--- config.mk ---
export PLATFORM = sky130hd
export DESIGN_NAME = scc_ctrl
export DESIGN_NICKNAME = d
export VERILOG_FILES = /design/src/hw/rtl/scc_pkg.sv /design/src/hw/rtl/scc_ctrl.sv
export SDC_FILE = /design/constraint.sdc
export NUM_CORES = 1
export LEC_CHECK = 0
export ABC_AREA = 1
export BUFFER_PORTS_ARGS = -buffer_cell sky130_fd_sc_hd__clkbuf_2
export CAP_MARGIN = 15
export CORE_AREA = 2 2 39 41
export CTS_CLUSTER_DIAMETER = 60
export DETAILED_ROUTE_END_ITERATION = 12
export DIE_AREA = 0 0 41 43
export GPL_TIMING_DRIVEN = 0
export PLACE_DENSITY_LB_ADDON = 0.08
export SLEW_MARGIN = 20
export SYNTH_ARGS = -nofsm -noshare
export SYNTH_HDL_FRONTEND = slang
export SYNTH_SLANG_ARGS = --single-unit
--- constraint.sdc ---
create_clock -name clk -period 1.5 [get_ports clk]
set_input_delay 0.075 -clock clk [delete_from_list [all_inputs] [get_ports clk]]
set_output_delay 0.075 -clock clk [all_outputs]
set_load 0.05 [all_outputs]
--- src/hw/rtl/scc_pkg.sv ---
`timescale 1ns / 1ps
// Shared types and constants for the strongly connected components block.
// No dependencies.
package scc_pkg;

  localparam int MAX_VERTICES = 64;
  localparam int MAX_EDGES    = 256;

  localparam int VW  = 6;                          // vertex number
  localparam int CW  = 7;                          // counts and labels up to 64
  localparam int EAW = $clog2(MAX_EDGES);          // edge table address
  localparam int ECW = $clog2(MAX_EDGES + 1);      // edge count / scan position
  localparam int SW  = VW + ECW;                   // stack entry

  typedef enum logic [1:0] {
    OP_ADD   = 2'd0,
    OP_FIND  = 2'd1,
    OP_CLEAR = 2'd2,
    OP_NONE  = 2'd3
  } op_t;

  localparam logic [2:0] ST_STORED  = 3'd0;
  localparam logic [2:0] ST_FULL    = 3'd1;
  localparam logic [2:0] ST_RANGE   = 3'd2;
  localparam logic [2:0] ST_LABEL   = 3'd3;
  localparam logic [2:0] ST_CLEARED = 3'd4;

  typedef enum logic [3:0] {
    S_IDLE,
    S_P1_NEXT,
    S_SCAN_RD,
    S_CHECK,
    S_POP,
    S_RESTORE,
    S_P2_NEXT,
    S_P2_PICK,
    S_EMIT_RD,
    S_EMIT
  } state_t;

  typedef enum logic [3:0] {
    CMD_NONE,
    CMD_ACCEPT,
    CMD_SKIP_V,
    CMD_WALK_START,
    CMD_EDGE_CHECK,
    CMD_POP,
    CMD_RESTORE,
    CMD_P2_INIT,
    CMD_P2_PICK,
    CMD_EMIT
  } cmd_t;

  typedef struct packed {
    logic out_free;
    logic v_done;
    logic v_visited;
    logic scan_end;
    logic depth_last;
    logic pass2;
    logic k_zero;
    logic cand_visited;
    logic emit_last;
  } scc_stat_t;

endpackage

--- src/hw/rtl/scc_ctrl.sv ---
`timescale 1ns / 1ps
// Sequencer for edge loading, the two depth-first passes and label output.
// Depends on scc_pkg.
module scc_ctrl (
  input  logic              clk,
  input  logic              rst,
  input  logic              in_valid,
  input  scc_pkg::op_t      op,
  input  scc_pkg::scc_stat_t stat,
  output scc_pkg::cmd_t     cmd,
  output logic              in_stall
);
  import scc_pkg::*;

  state_t state, state_next;

  always_ff @(posedge clk) begin
    if (rst) begin
      state <= S_IDLE;
    end else begin
      state <= state_next;
    end
  end

  always_comb begin
    state_next = state;
    cmd        = CMD_NONE;
    in_stall   = !((state == S_IDLE) && stat.out_free);
    unique case (state)
      S_IDLE: begin
        if (in_valid && stat.out_free) begin
          cmd = CMD_ACCEPT;
          if (op == OP_FIND) state_next = S_P1_NEXT;
        end
      end
      S_P1_NEXT: begin
        if (stat.v_done) begin
          cmd        = CMD_P2_INIT;
          state_next = S_P2_NEXT;
        end else if (stat.v_visited) begin
          cmd = CMD_SKIP_V;
        end else begin
          cmd        = CMD_WALK_START;
          state_next = S_SCAN_RD;
        end
      end
      S_SCAN_RD: begin
        state_next = stat.scan_end ? S_POP : S_CHECK;
      end
      S_CHECK: begin
        cmd        = CMD_EDGE_CHECK;
        state_next = S_SCAN_RD;
      end
      S_POP: begin
        cmd = CMD_POP;
        if (stat.depth_last) state_next = stat.pass2 ? S_P2_NEXT : S_P1_NEXT;
        else                 state_next = S_RESTORE;
      end
      S_RESTORE: begin
        cmd        = CMD_RESTORE;
        state_next = S_SCAN_RD;
      end
      S_P2_NEXT: begin
        state_next = stat.k_zero ? S_EMIT_RD : S_P2_PICK;
      end
      S_P2_PICK: begin
        cmd        = CMD_P2_PICK;
        state_next = stat.cand_visited ? S_P2_NEXT : S_SCAN_RD;
      end
      S_EMIT_RD: begin
        state_next = S_EMIT;
      end
      S_EMIT: begin
        if (stat.out_free) begin
          cmd        = CMD_EMIT;
          state_next = stat.emit_last ? S_IDLE : S_EMIT_RD;
        end
      end
      default: state_next = S_IDLE;
    endcase
  end

endmodule

# Word-level counts from Yosys, hierarchy flattened
# Index checks and enable logic that the tools add are counted.
# Widths: inputs -> output; s select.
dict set report word_totals {
  reg_bits 4
  inputBits 14
  output_inout_bits 5
  elab_cells 38
}
dict set report classes {
  n_eq_ne 14
  n_mux 17
  reduce_logical 6
}
# op count
set op_table {}
lappend op_table {{$pmux 4 s9} 1}
lappend op_table {{$mux 4} 8}
lappend op_table {{$pmux 4 s7} 1}
lappend op_table {{$eq 4x3->1 const B} 4}
lappend op_table {{$mux 3} 5}
lappend op_table {{$eq 4x2->1 const B} 2}
lappend op_table {{$eq 4x4->1 const B} 2}
lappend op_table {{$eq 4x1->1 const B} 1}
lappend op_table {{$logic_not 4->1} 1}
lappend op_table {{$ne 2x1->1 const B} 2}
lappend op_table {{$reduce_and 4->1} 1}
lappend op_table {{$ne 3x3->1 const B} 1}
lappend op_table {{$eq 2x1->1 const B} 1}
lappend op_table {{$logic_and 1x1->1} 2}
lappend op_table {{$mux 1} 2}
lappend op_table {{$ne 2x2->1 const B} 1}
lappend op_table {{$reduce_or 2->1} 1}
lappend op_table {{$logic_not 1->1} 1}

# Longest topological paths before layout
dict set report depth {
  depth_word 4
  ltp_mapped 8
}

# Least setup slack after synthesis
# OpenSTA, ideal clock, no wires.
dict set report synth_path {
  path_kind {reg-to-output}
  start {register state[3]}
  end {output cmd[2]}
  t_arrival_ns 1.586
  required_time_ns 1.425
  path_slack_ns -0.161
  path_stages_with_launch 4
  n_path_buf 0
  path_cell_list {dfxtp_1 inv_1 nand2_1 o21ai_0}
}
dict set report synth_via {
  elab_chain_len 2
  elab_cells_between_ends 8
  classes_between {6 x eq/ne; 1 x mux; 1 x reduce/logical}
}
# element line_no
set synth_rtl {}
lappend synth_rtl {{start, declared} scc_ctrl.sv:15} ;# state_t state, state_next;
lappend synth_rtl {{start signal, assigned} scc_ctrl.sv:21} ;# state <= state_next;
lappend synth_rtl {{$eq 4x4->1, or another cell as far along} scc_ctrl.sv:29} ;# unique case (state)
lappend synth_rtl {{$pmux 4 s7 *} scc_ctrl.sv:29}
lappend synth_rtl {{end, declared} scc_ctrl.sv:10} ;# output scc_pkg::cmd_t cmd,
# Mark *: on every way between the ends. The rest lies on a longest branch, timed or not.

# Final worst setup path
dict set report layout_path {
  start {register state[3]}
  end {output cmd[0]}
}
# Same word-level chain as after synthesis.

==> results.txt <==
After detailed placement, the total cell area comes to 534 um2. Summed over all failing endpoints, the final setup total negative slack is 0 ps. The clock period minus final worst setup slack is 1370 ps. At the worst endpoint, the arrival time is 1300 ps. The largest registers in the layout are state x4. Counting the fill cells in the layout gives 168. The hold path startpoint is rst. The root buffer cell chosen for the clock tree is clkbuf_4.

The internal power consumption came out at 0.295 mW. Once layout is complete, the cells apart from fillers number 117. The routed via count divided by cell count is 4.56. The worst setup path category is register to output port. Global routing finished with a remaining overflow of 0. The site row count came out at 14. After synthesis, the netlist uses 16 different library cells. The number of flip-flops under the largest register name came out at 4. The wire length of the first global-routing pass is 1770 um. At the pin with the least slew margin, the transition time is 275 ps. The worst hold path terminates at state[0]. The count of endpoints failing hold in the final timing report is 0. The depth of the most critical reg-to-reg path is 7. The via count of the first global-routing pass came out at 458.

The final route contains 534 vias. The number of slew-limit violations in the final report came out at 0. The number of top-level design ports is 19. In this run, the combinational gates consume 50.5% of the power.

The max-capacitance violation count came out at 0. The worst voltage drop across the vdd grid came out at 0.697 mV. The share of the cycle needed by the critical path after routing is 91.4%. The final layout net count came out at 117. The synthesized design contains 4 register bits. After detailed routing, the average wire length per cell comes to 9.11 um. The number of placed cells counting well taps is 114.

The nature of the critical path startpoint is a register. The register clock-pin slew on the reported worst setup and hold paths is 40 ps. The nature of the critical path endpoint is an output port. The detail route stage leaves a number of antenna-violating nets equal to 0. Summed over all nets, the half-perimeter wirelength after detailed placement is 920 um. The number of cells on the worst hold path came out at 2. The clock buffer count from CTS is 3. The per-instance average area after synthesis is 5.24 um2. Entering global routing, the biggest net connects 8 pins. After routing the design area is 593 um2.

The data required time of the worst path is 1420 ps. The run finished with clean final reports. Port buffering added 18 buffers. The post-CTS repair timing setup buffer count came out at 0.

The H-tree depth reported by CTS is 1. Sequential elements use 19.1% of the synthesized area. The highest fanout seen on the critical path came out at 5. The worst-skew pair later-pin latency is 230 ps. The setup slack on the worst flop-to-flop path is 290 ps.

The register with the most flip-flops is state. In this run, the number of DRC markers left after iteration 0 of detailed routing was 11. The post-route core utilization came out at 42.9%. The hold buffer count at CTS is 0. Power spread over the standard cell area amounts to 897 nW/um2.

The startpoint identified for the worst register-to-register timing path is state[3]. In this run the cell area of the synthesized design comes to 419 um2. The routed wire length came out at 1070 um.

Setup repair after global routing left no endpoint under its margin. The switching portion of total power came out at 44.5%. The reg-to-reg endpoint is state[2]. Derived from the worst setup path, the maximum achievable clock frequency is 730 MHz. The number of buffers on the longest clock path is 2. The fraction of layout instances using a drive strength above 1 came out at 39.6%. The most area-hungry cell type in the Yosys netlist is nand2_1. The async set-or-reset flop fraction in the synthesized netlist is 0%.

The number of warning messages in the yosys log is 0. The number of standard cells after synthesis is 80. In the routed design, unresolved DRC markers number 0.

Headroom to the max-slew limit came out at 81.7%. The sink count of the clock tree is 4. The portion of synthesized cell area occupied by the leading cell type is 19.7%. The TritonCTS clock tree is yes. The antenna diode count is 0. The layout-stage area growth over the synthesis result is 41.5%. The fraction of power consumed by sequential logic came out at 25.1%. The area used by multi-input combinational logic is 304 um2. The library cell with the highest instance count after synthesis is nand2_1. For this design the total switching power over the nets is 0.237 mW. The global placer's final weighted congestion is 0.723. The total leakage power came out at 0.340 nW. The initial antenna violation count is 0.

The synthesized design contains 0 enable-type register cells. The register area came out at 85.1 um2. Among all flip-flop cells after synthesis, the most frequent one is dfxtp_1. The floorplan step set the die height to 43 um. By count the netlist is led by nand2_1, inv_1, nor2_1, nand3_1, dfxtp_1. Setup violations remaining at the end of the flow were counted as 0. The synthesized net count is 94. The proportion of power drawn by the clock network is 24.4%. The number of iterations in the first detailed-routing pass is 4. In the global route stage, overall resource usage came out at 14.7%. In this run the horizontal extent of the chip is 41 um.

In this run the worst hold path is classified as input port to register. Yosys attributes the largest share of cell area to nand2_1, dfxtp_1, inv_1, nor2_1, nand3_1. The total core area is 1380 um2. Once the floorplan was initialized, standard cells occupied 30.3% of the core. The worst hold slack after final layout came out at 46.1 ps. Clock skew on the completed layout was measured at 2.76 ps.

The full die area came out at 1760 um2.
-- critical path, stage by stage (launching register included) --
cell       delay (ps)
dfxtp_2           390
inv_1              80
nor2_1            120
nand3_1           110
o2111ai_1         130
clkbuf_8          220
-- per-layer routing --
metal | vias to the layer above | GRT usage [%] | share of wire (%)
met4 | 0 | 2.00 | 0
met2 | 13 | 21.9 | 46
met5 | - | 0 | 0
li1 | 294 | - | -
met3 | 0 | 6.28 | 3.8
met1 | 227 | 19.9 | 50
-- stage by stage --
step | setup slack (ps) | power [mW]
2_1_floorplan | 24.5 | 0.320
6_report | 130 | 0.532
5_1_grt | 12.4 | 0.577
3_5_place_dp | 109 | 0.383
3_3_place_gp | 104 | 0.384
4_1_cts | 2.50 | 0.533
-- final cells by class --
class	count	share of cell area [%]
timing repair buffer	18	17.1
tap	16	3.38
multi-input combinational	60	51.3
sequential	4	14.3
clock buffer	3	3.80
inverter	16	10.1
-- kinds of logic (layout without fill, tap and decap cells) --
group | after synthesis | after routing | share of synthesized area, %
AO/OA/AOI/OAI | 8 | 8 | 11.9
flip-flops | 4 | 4 | 19.1
buffers and inverters | 16 | 37 | 14.3
AND/OR/NAND/NOR | 52 | 52 | 54.6
-- worst max path at each step --
stage	from	to	slack (ps)	cells past startpoint
finish	state[3]	cmd[0]	130	5
global route	state[3]	cmd[0]	10	6
CTS	state[1]	cmd[0]	2	6
detailed placement	state[3]	cmd[0]	110	6
global placement	state[3]	cmd[0]	100	6
floorplan	state[1]	cmd[0]	20	3
-- cells in the final DEF, fill, tap and decap left out --
cell type  netlist  routed
a21oi_1          2       2
a21oi_2          1       1
clkbuf_2         0      16
clkbuf_4         0       4
clkbuf_8         0       1
dfxtp_2          0       4
inv_1           14      13
inv_2            2       3
nand2_1         22      22
nand2_2          2       2
nand3_1          8       8
nand3_2          1       1
nand3b_1         1       1
nor2_1          13       9
nor2_2           2       5
nor2_4           0       1
nor3_1           3       1
nor3_2           0       2
o2111ai_1        1       1
o211ai_1         1       1
o21ai_0          3       2
o21ai_1          0       1
-- power groups by stage --
stage                     Combinational [mW]  Clock, mW  Sequential [mW]
after floorplan                        0.194          0            0.126
after global placement                 0.253          0            0.131
after detailed placement               0.253          0            0.130
after CTS                              0.266      0.137            0.130
after global routing                   0.298      0.144            0.136
final                                  0.269      0.130            0.134
-- repair_timing --
item,in CTS,in global routing
setup endpoints to repair,3,2
hold endpoints to repair,0,0
pin swaps,0,1
resized for setup,5,9
No activity file was read; power rests on OpenSTA's default activity.
